===== config.mk =====
export PLATFORM = sky130hd
export DESIGN_NAME = stack_with_middle_delete_flat
export DESIGN_NICKNAME = d
export VERILOG_FILES = /design/src/sv/swmd_pkg.sv /design/src/sv/swmd_req_if.sv /design/src/sv/swmd_rsp_if.sv /design/src/sv/stack_with_middle_delete.sv /design/src/flat_wrapper.sv
export SDC_FILE = /design/constraint.sdc
export NUM_CORES = 2
export LEC_CHECK = 0
export BUFFER_PORTS_ARGS = -buffer_cell sky130_fd_sc_hd__buf_4
export CAP_MARGIN = 5
export CORE_ASPECT_RATIO = 1.2
export CORE_MARGIN = 4
export CORE_UTILIZATION = 45
export CTS_BUF_LIST = sky130_fd_sc_hd__clkbuf_4 sky130_fd_sc_hd__clkbuf_8
export CTS_CLUSTER_SIZE = 24
export DETAILED_ROUTE_END_ITERATION = 7
export PLACE_DENSITY = 0.7
export SLEW_MARGIN = 20
export SYNTH_ARGS = -nofsm -noshare
export SYNTH_HDL_FRONTEND = slang
export SYNTH_SLANG_ARGS = --single-unit

===== constraint.sdc =====
create_clock -name clk -period 6.4 [get_ports clk]
set_input_delay 0.96 -clock clk [delete_from_list [all_inputs] [get_ports clk]]
set_output_delay 0.96 -clock clk [all_outputs]
set_load 0.01 [all_outputs]

===== src/sv/swmd_pkg.sv =====
// shared widths and request/status codes for the stack with middle delete
package swmd_pkg;

    // payload widths
    localparam int unsigned VALUE_W       = 32;
    localparam int unsigned REQ_W         = 2;
    localparam int unsigned STATUS_W      = 2;
    localparam int unsigned ENTRY_COUNT_W = 7;

    typedef logic [REQ_W-1:0]    req_code_t;
    typedef logic [STATUS_W-1:0] status_code_t;

    // request codes
    localparam req_code_t REQ_PUSH    = 2'd0;
    localparam req_code_t REQ_POP     = 2'd1;
    localparam req_code_t REQ_DEL_MID = 2'd2;

    // status codes
    localparam status_code_t STATUS_OK        = 2'd0;
    localparam status_code_t STATUS_OVERFLOW  = 2'd1;
    localparam status_code_t STATUS_UNDERFLOW = 2'd2;

endpackage


===== src/sv/swmd_req_if.sv =====
// request channel: one word carries a request code and a push value
interface swmd_req_if;
    logic                                 valid;
    logic                                 ready;
    logic [swmd_pkg::REQ_W-1:0]           req_type;
    logic signed [swmd_pkg::VALUE_W-1:0]  push_value;

    modport source (output valid, output req_type, output push_value, input ready);
    modport sink   (input valid, input req_type, input push_value, output ready);
endinterface


===== src/sv/swmd_rsp_if.sv =====
// response channel: one word per request with status, top and count
interface swmd_rsp_if;
    logic                                      valid;
    logic                                      ready;
    logic [swmd_pkg::STATUS_W-1:0]             status;
    logic signed [swmd_pkg::VALUE_W-1:0]       top_value;
    logic                                      top_valid;
    logic [swmd_pkg::ENTRY_COUNT_W-1:0]        entry_count;

    modport source (output valid, output status, output top_value, output top_valid,
                    output entry_count, input ready);
    modport sink   (input valid, input status, input top_value, input top_valid,
                    input entry_count, output ready);
endinterface


===== src/sv/stack_with_middle_delete.sv =====
// Bounded stack of signed 32-bit values with push, pop and delete-middle requests. The entries
// live in one synchronous memory (one write port, one registered read port); the top value is
// kept in a register. Each request word returns exactly one response word. Push, failed requests,
// the unused code and a request that empties the stack go straight to the finish state; pop on
// two or more entries and delete on two entries read the memory once to fetch the new top;
// delete-middle on n >= 3 entries moves n - 1 - floor(n/2) entries down one place, one memory
// read/write per cycle. A new request is taken while the previous response still waits in
// the output register. Delete-middle removes the entry at index floor(n/2) counted from the
// bottom. entry_count carries the low 7 bits of the count.
module stack_with_middle_delete #(
    parameter int unsigned STACK_DEPTH = 64
) (
    input  logic        clk,
    input  logic        rst_n,
    swmd_req_if.sink    req,
    swmd_rsp_if.source  rsp
);

    localparam int unsigned AW = (STACK_DEPTH > 1) ? $clog2(STACK_DEPTH) : 1;
    localparam int unsigned CW = $clog2(STACK_DEPTH + 1);

    typedef enum logic [3:0] {
        S_IDLE   = 4'b0001,
        S_READ   = 4'b0010,
        S_SHIFT  = 4'b0100,
        S_FINISH = 4'b1000
    } state_t;

    // control and item state
    state_t                             state_reg, state_next;
    logic [CW-1:0]                      count_reg, count_next;
    logic [AW-1:0]                      ptr_reg, ptr_next;
    logic signed [swmd_pkg::VALUE_W-1:0] top_reg, top_next;
    swmd_pkg::status_code_t             status_reg, status_next;

    // output register
    logic                                  out_valid_reg, out_valid_next;
    swmd_pkg::status_code_t                out_status_reg, out_status_next;
    logic signed [swmd_pkg::VALUE_W-1:0]   out_top_reg, out_top_next;
    logic                                  out_top_valid_reg, out_top_valid_next;
    logic [swmd_pkg::ENTRY_COUNT_W-1:0]    out_count_reg, out_count_next;

    // memory
    logic [swmd_pkg::VALUE_W-1:0] stack_mem [STACK_DEPTH];
    logic [swmd_pkg::VALUE_W-1:0] mem_rdata_reg;
    logic                         mem_we;
    logic [AW-1:0]                mem_waddr;
    logic [AW-1:0]                mem_raddr;
    logic [swmd_pkg::VALUE_W-1:0] mem_wdata;

    logic req_fire;
    logic out_free;
    logic full;
    logic empty;

    assign req.ready = (state_reg == S_IDLE);
    assign req_fire  = req.valid && req.ready;
    assign out_free  = !out_valid_reg || rsp.ready;
    assign full      = (count_reg == CW'(STACK_DEPTH));
    assign empty     = (count_reg == '0);

    // request sequencing and memory access control
    always_comb
    begin
        state_next  = state_reg;
        count_next  = count_reg;
        ptr_next    = ptr_reg;
        top_next    = top_reg;
        status_next = status_reg;
        mem_we      = 1'b0;
        mem_waddr   = ptr_reg - AW'(1);
        mem_wdata   = mem_rdata_reg;
        mem_raddr   = ptr_reg + AW'(1);

        case (state_reg)
            S_IDLE:
            begin
                if (req_fire)
                begin
                    status_next = swmd_pkg::STATUS_OK;
                    state_next  = S_FINISH;
                    case (req.req_type)
                        swmd_pkg::REQ_PUSH:
                        begin
                            if (full)
                            begin
                                status_next = swmd_pkg::STATUS_OVERFLOW;
                            end
                            else
                            begin
                                mem_we     = 1'b1;
                                mem_waddr  = AW'(count_reg);
                                mem_wdata  = req.push_value;
                                top_next   = req.push_value;
                                count_next = count_reg + CW'(1);
                            end
                        end
                        swmd_pkg::REQ_POP, swmd_pkg::REQ_DEL_MID:
                        begin
                            if (empty)
                            begin
                                status_next = swmd_pkg::STATUS_UNDERFLOW;
                            end
                            else if (req.req_type == swmd_pkg::REQ_DEL_MID &&
                                     count_reg > CW'(2))
                            begin
                                // middle entry at floor(n/2); move the ones above it down
                                count_next = count_reg - CW'(1);
                                mem_raddr  = AW'((count_reg >> 1) + CW'(1));
                                ptr_next   = AW'((count_reg >> 1) + CW'(1));
                                state_next = S_SHIFT;
                            end
                            else
                            begin
                                // top removed: fetch the entry below it
                                count_next = count_reg - CW'(1);
                                mem_raddr  = AW'(count_reg - CW'(2));
                                if (count_reg > CW'(1))
                                begin
                                    state_next = S_READ;
                                end
                            end
                        end
                        default:
                        begin
                            status_next = swmd_pkg::STATUS_OK;
                        end
                    endcase
                end
            end
            S_READ:
            begin
                top_next   = mem_rdata_reg;
                state_next = S_FINISH;
            end
            S_SHIFT:
            begin
                // write the word read last cycle one place lower
                mem_we = 1'b1;
                if (CW'(ptr_reg) == count_reg)
                begin
                    state_next = S_FINISH;
                end
                else
                begin
                    ptr_next = ptr_reg + AW'(1);
                end
            end
            S_FINISH:
            begin
                if (out_free)
                begin
                    state_next = S_IDLE;
                end
            end
            default:
            begin
                state_next = S_IDLE;
            end
        endcase
    end

    // response word loading
    always_comb
    begin
        out_valid_next     = out_valid_reg;
        out_status_next    = out_status_reg;
        out_top_next       = out_top_reg;
        out_top_valid_next = out_top_valid_reg;
        out_count_next     = out_count_reg;
        if (rsp.ready)
        begin
            out_valid_next = 1'b0;
        end
        if (state_reg == S_FINISH && out_free)
        begin
            out_valid_next     = 1'b1;
            out_status_next    = status_reg;
            out_top_next       = empty ? '0 : top_reg;
            out_top_valid_next = !empty;
            out_count_next     = swmd_pkg::ENTRY_COUNT_W'(count_reg);
        end
    end

    // control registers
    always_ff @(posedge clk or negedge rst_n)
    begin
        if (!rst_n)
        begin
            state_reg     <= S_IDLE;
            count_reg     <= '0;
            out_valid_reg <= 1'b0;
        end
        else
        begin
            state_reg     <= state_next;
            count_reg     <= count_next;
            out_valid_reg <= out_valid_next;
        end
    end

    // payload registers
    always_ff @(posedge clk)
    begin
        ptr_reg           <= ptr_next;
        top_reg           <= top_next;
        status_reg        <= status_next;
        out_status_reg    <= out_status_next;
        out_top_reg       <= out_top_next;
        out_top_valid_reg <= out_top_valid_next;
        out_count_reg     <= out_count_next;
    end

    // stack memory, one write and one registered read per cycle
    always_ff @(posedge clk)
    begin
        if (mem_we)
        begin
            stack_mem[mem_waddr] <= mem_wdata;
        end
        mem_rdata_reg <= stack_mem[mem_raddr];
    end

    assign rsp.valid       = out_valid_reg;
    assign rsp.status      = out_status_reg;
    assign rsp.top_value   = out_top_reg;
    assign rsp.top_valid   = out_top_valid_reg;
    assign rsp.entry_count = out_count_reg;

`ifndef NO_ASSERTIONS
    // count never passes the depth
    a_count_bound: assert property (@(posedge clk) disable iff (!rst_n)
        count_reg <= CW'(STACK_DEPTH))
        else $error("entry count above depth");

    // shift pointer stays inside the held entries
    a_shift_ptr: assert property (@(posedge clk) disable iff (!rst_n)
        state_reg == S_SHIFT |-> (ptr_reg != '0 && CW'(ptr_reg) <= count_reg))
        else $error("shift pointer out of range");

    // a successful push adds exactly one entry
    a_push_count: assert property (@(posedge clk) disable iff (!rst_n)
        (req_fire && req.req_type == swmd_pkg::REQ_PUSH && !full)
        |=> count_reg == $past(count_reg) + CW'(1))
        else $error("push did not add one entry");
`endif

endmodule


===== src/flat_wrapper.sv =====
// flat-port wrapper written by rule: the top's interface ports become plain ports
module stack_with_middle_delete_flat 
#(
    parameter int unsigned STACK_DEPTH = 64
)
  (clk, rst_n, req_valid, req_req_type, req_push_value, req_ready, rsp_valid, rsp_status, rsp_top_value, rsp_top_valid, rsp_entry_count, rsp_ready);
  swmd_req_if req_i ();
  swmd_rsp_if rsp_i ();
  input  logic clk;
  input  logic rst_n;
  input wire logic [$bits(req_i.valid)-1:0] req_valid;
  input wire logic [$bits(req_i.req_type)-1:0] req_req_type;
  input wire logic [$bits(req_i.push_value)-1:0] req_push_value;
  output wire logic [$bits(req_i.ready)-1:0] req_ready;
  output wire logic [$bits(rsp_i.valid)-1:0] rsp_valid;
  output wire logic [$bits(rsp_i.status)-1:0] rsp_status;
  output wire logic [$bits(rsp_i.top_value)-1:0] rsp_top_value;
  output wire logic [$bits(rsp_i.top_valid)-1:0] rsp_top_valid;
  output wire logic [$bits(rsp_i.entry_count)-1:0] rsp_entry_count;
  input wire logic [$bits(rsp_i.ready)-1:0] rsp_ready;
  assign req_i.valid = req_valid;
  assign req_i.req_type = req_req_type;
  assign req_i.push_value = req_push_value;
  assign req_ready = req_i.ready;
  assign rsp_valid = rsp_i.valid;
  assign rsp_status = rsp_i.status;
  assign rsp_top_value = rsp_i.top_value;
  assign rsp_top_valid = rsp_i.top_valid;
  assign rsp_entry_count = rsp_i.entry_count;
  assign rsp_i.ready = rsp_ready;
  stack_with_middle_delete #(.STACK_DEPTH(STACK_DEPTH)) u_core (.clk(clk), .rst_n(rst_n), .req(req_i), .rsp(rsp_i));
endmodule

==> key figures <==
Status
  • Status: finished clean

Global routing
  • Overall track demand over capacity in global routing: 24.38%
  • Number of antenna violations at the first check in global routing: 15
  • GR Overflow Total: 0
  • Global-route wire length before repair: 355.2 mm
  • Pin count of the biggest net entering global routing: 88
  • Via count of the first global-routing pass: 52372

Min path
  • Instance count along the most critical hold path: 3
  • Endpoint with the worst hold slack: u_core.state_reg[0]
  • Hold Startpoint: req_valid
  • Class of the tightest hold or removal check: input port to flop

Detailed routing
  • Detailed-route wire length per cell: 27.37 µm
  • Number of remaining DRC errors: 0
  • Number of violations reported at the end of detailed-routing iteration 0: 7536
  • Detail Route Antenna Nets: 0
  • Vias after detailed routing: 54218
  • Total routed wirelength: 246.1 mm
  • Number of iterations in the first detailed-routing pass: 6
  • Vias per Instance: 6.030

Worst setup path
  • Crit. End Element: flop
  • Type of the setup path with the least slack: flop to flop
  • Worst reg2reg path startpoint: u_core.count_reg[0]
  • Reg2Reg Capture Point: u_core.mem_rdata_reg[21]
  • Data required time of the worst path: 7.37 ns
  • FF-to-FF setup slack: 0.83 ns
  • Startpoint types: flop
  • CP Data Arrival Time: 6.53 ns
  • Maximum fanout along the worst path: 39
  • Depth of the most critical reg-to-reg path: 13

Timing
  • Final-report max-slew violation count: 0
  • Count of endpoints failing setup in the final report: 0
  • Final clock skew: 0.08422 ns
  • Period Utilization, post-route: 86.98%
  • Measured slew at the worst slew-check pin: 1.294 ns
  • Normalized max-slew margin: 12.81%
  • F_max: 179.6 MHz
  • Post-route setup TNS: 0 ns
  • Post-layout min period: 5.567 ns
  • Final Hold Fails: 0
  • Unrepaired setup endpoints after global routing: false

Power and ir drop
  • Peak supply drop: 364.7 µV
  • Switching fraction of total power: 35.41%
  • Power density over the cells: 432.8 nW/µm²
  • Portion of total power attributed to combinational logic: 30.0%
  • Post-layout total power: 42.16 mW
  • Psw: 14.93 mW
  • Clock network fraction of total power: 25.9%
  • Leakage: 32.89 nW
  • Cell-internal power: 27.23 mW
  • Sequential cell fraction of total power: 44.2%

Synthesis
  • Main synth FF type: edfxtp_1
  • Count of cell types in the netlist: 65
  • Syn avg cell area: 14.42 µm²
  • Post-synthesis sequential element count: 2174
  • Synth Warn #: 0
  • Syn_nets: 6006
  • Sequential-to-total area share from yosys stat: 75.56%
  • Async S/R FF share, synth: 0.5520%
  • Top cells by area, synth: edfxtp_1 (74%), nand2_1 (6.1%), mux2i_1 (4.6%), a21oi_1 (2.5%), nand3_1 (1.9%)
  • Dominant cell type by area after synthesis: edfxtp_1
  • Mapped Cells: 5956
  • Cell area after synthesis: 85900 µm²
  • Number of flops mapped to enable cells by yosys: 2130
  • Portion of synthesized cell area occupied by the leading cell type: 74.46%

Clock network
  • Number of CTS-inserted buffers: 322
  • Register clock-pin slew on the reported worst setup and hold paths: 0.06 ns
  • Largest buffer count on any clock path: 4
  • H-tree levels: 5
  • Clock tree sinks: 2174
  • CTS tree: yes
  • Clock latency on the worst-skew pair: 1.04 ns
  • Clock tree root buffer cell: clkbuf_8

Floorplanning
  • Rows: 175
  • Floorplan die height: 486.6 µm
  • Die area: 198000 µm²
  • Placeable core area: 189600 µm²
  • Die W: 406.8 µm
  • Initial core utilization: 45.30%
  • Io pins: 82

Layout
  • Highest-count cells in the layout ignoring fill and taps: edfxtp_1 (2130), nand2_1 (1361), a21oi_1 (433)
  • Largest register FFs: 2048
  • Area overhead of the layout relative to synthesis: 13.41%
  • Ratio of cells with drive above 1 in the final layout: 16.09%
  • Commonest non-fill, non-tap cell in the layout: edfxtp_1
  • Register with the highest flop count: u_core.stack_mem
  • Count of nets after finishing: 6328

Placement
  • Count of input and output buffers: 81
  • Final HPWL from detailed placement: 143.3 mm
  • Gp weighted congestion: 0.9331

Job
  • Number of max-capacitance violations reported: 0
## cell families after synthesis
family | Yosys count | share of synthesized area, %
fa+ha+maj | 12 | 0.1748
compound gates | 901 | 6.625
xor+xnor | 27 | 0.2753
buf+inv | 392 | 2.261
mux | 438 | 5.171
flops | 2174 | 75.56
simple gates | 2012 | 9.937
## per-stage QoR
step | instance area, µm² | cells | util, % | hold WS, ns | setup slack, ns
after global placement | 91220 | 8430 | 48.10 | 0.4034 | 0.5239
after global routing | 97410 | 8987 | 51.37 | 0.1812 | 0.7375
after detailed placement | 91250 | 8430 | 48.12 | 0.4045 | 0.6471
after CTS | 97370 | 8984 | 51.35 | 0.1466 | 0.9660
final | 97420 | 8991 | 51.38 | 0.2381 | 0.8332
after floorplan | 85900 | 5956 | - | 0.4003 | 2.041
## power groups by stage
| stage | Combinational (mW) | Sequential (mW) | Clock (mW) |
|---|---|---|---|
| global placement | 12.1 | 18.9 | 0 |
| finish | 12.6 | 18.6 | 10.9 |
| floorplan | 6.55 | 18.7 | 0 |
| detailed placement | 12.3 | 18.9 | 0 |
| CTS | 12.3 | 18.6 | 11.0 |
| global route | 13.1 | 18.6 | 11.7 |
## synth_stat cells (10+ instances only)
master / count
buf_2: 124
o21ai_1: 17
dfxtp_1: 32
nor2_1: 83
a21oi_1: 435
edfxtp_1: 2130
ha_1: 12
xor2_1: 13
mux2_2: 46
o211ai_1: 19
nand3_1: 319
buf_6: 12
mux2i_1: 392
inv_1: 10
buf_4: 51
buf_1: 23
xnor2_1: 14
nand2_1: 1393
o221ai_1: 86
clkbuf_1: 168
and2_1: 33
a32oi_1: 87
dfrtp_1: 11
nor3_1: 14
o21ai_0: 40
o22ai_1: 117
a31oi_1: 26
o32ai_1: 20
nor4_1: 132
## how the worst max path moves through the flow
stage	start	slack [ns]	end
detailed placement	req_req_type[0]	0.65	u_core.mem_rdata_reg[24]
finish	u_core.count_reg[0]	0.83	u_core.mem_rdata_reg[21]
floorplan	u_core.count_reg[1]	2.04	u_core.stack_mem[18][0]
global route	u_core.count_reg[0]	0.74	u_core.mem_rdata_reg[24]
CTS	u_core.count_reg[0]	0.97	u_core.mem_rdata_reg[24]
global placement	req_req_type[0]	0.52	u_core.mem_rdata_reg[11]
## final cells by class
| type | count | area [µm²] |
|---|---|---|
| Clock inverter | 119 | 778.2 |
| Tap cell | 2478 | 3100 |
| Timing Repair Buffer | 379 | 3406 |
| Inverter | 11 | 41.29 |
| Clock buffer | 434 | 5341 |
| Multi-Input combinational cell | 3390 | 19830 |
| Sequential cell | 2174 | 64900 |
| Fill cell | 15309 | 92200 |
| Antenna cell | 6 | 15.01 |
## critical path, stage by stage, from the launching register on
cell and delay, ns:
dfrtp_1 0.59, inv_1 0.30, ha_1 0.27, nor2b_1 0.18, o21a_2 0.29, o21a_1 0.34
o21ai_4 0.86, buf_12 0.38, buf_4 0.54, mux2i_1 0.17, o221ai_1 0.22, a32oi_1 0.08
a21oi_1 0.92, o221a_1 0.35
## routing by layer
| metal | global-route usage (%) | share of wire, % | vias up |
|---|---|---|---|
| li1 | - | - | 23163 |
| met1 | 31.35 | 36 | 26845 |
| met2 | 38.63 | 47 | 3544 |
| met3 | 5.564 | 11 | 662 |
| met4 | 13.05 | 6.0 | 4 |
| met5 | 0 | 0.0089 | - |
## what timing repair did
action | CTS | global route
gates resized for setup | 0 | 0
hold buffers | 1 | 0
hold endpoints to repair | 12 | 0
buffers inserted | 0 | 0
(Power assumes the default switching activity.)
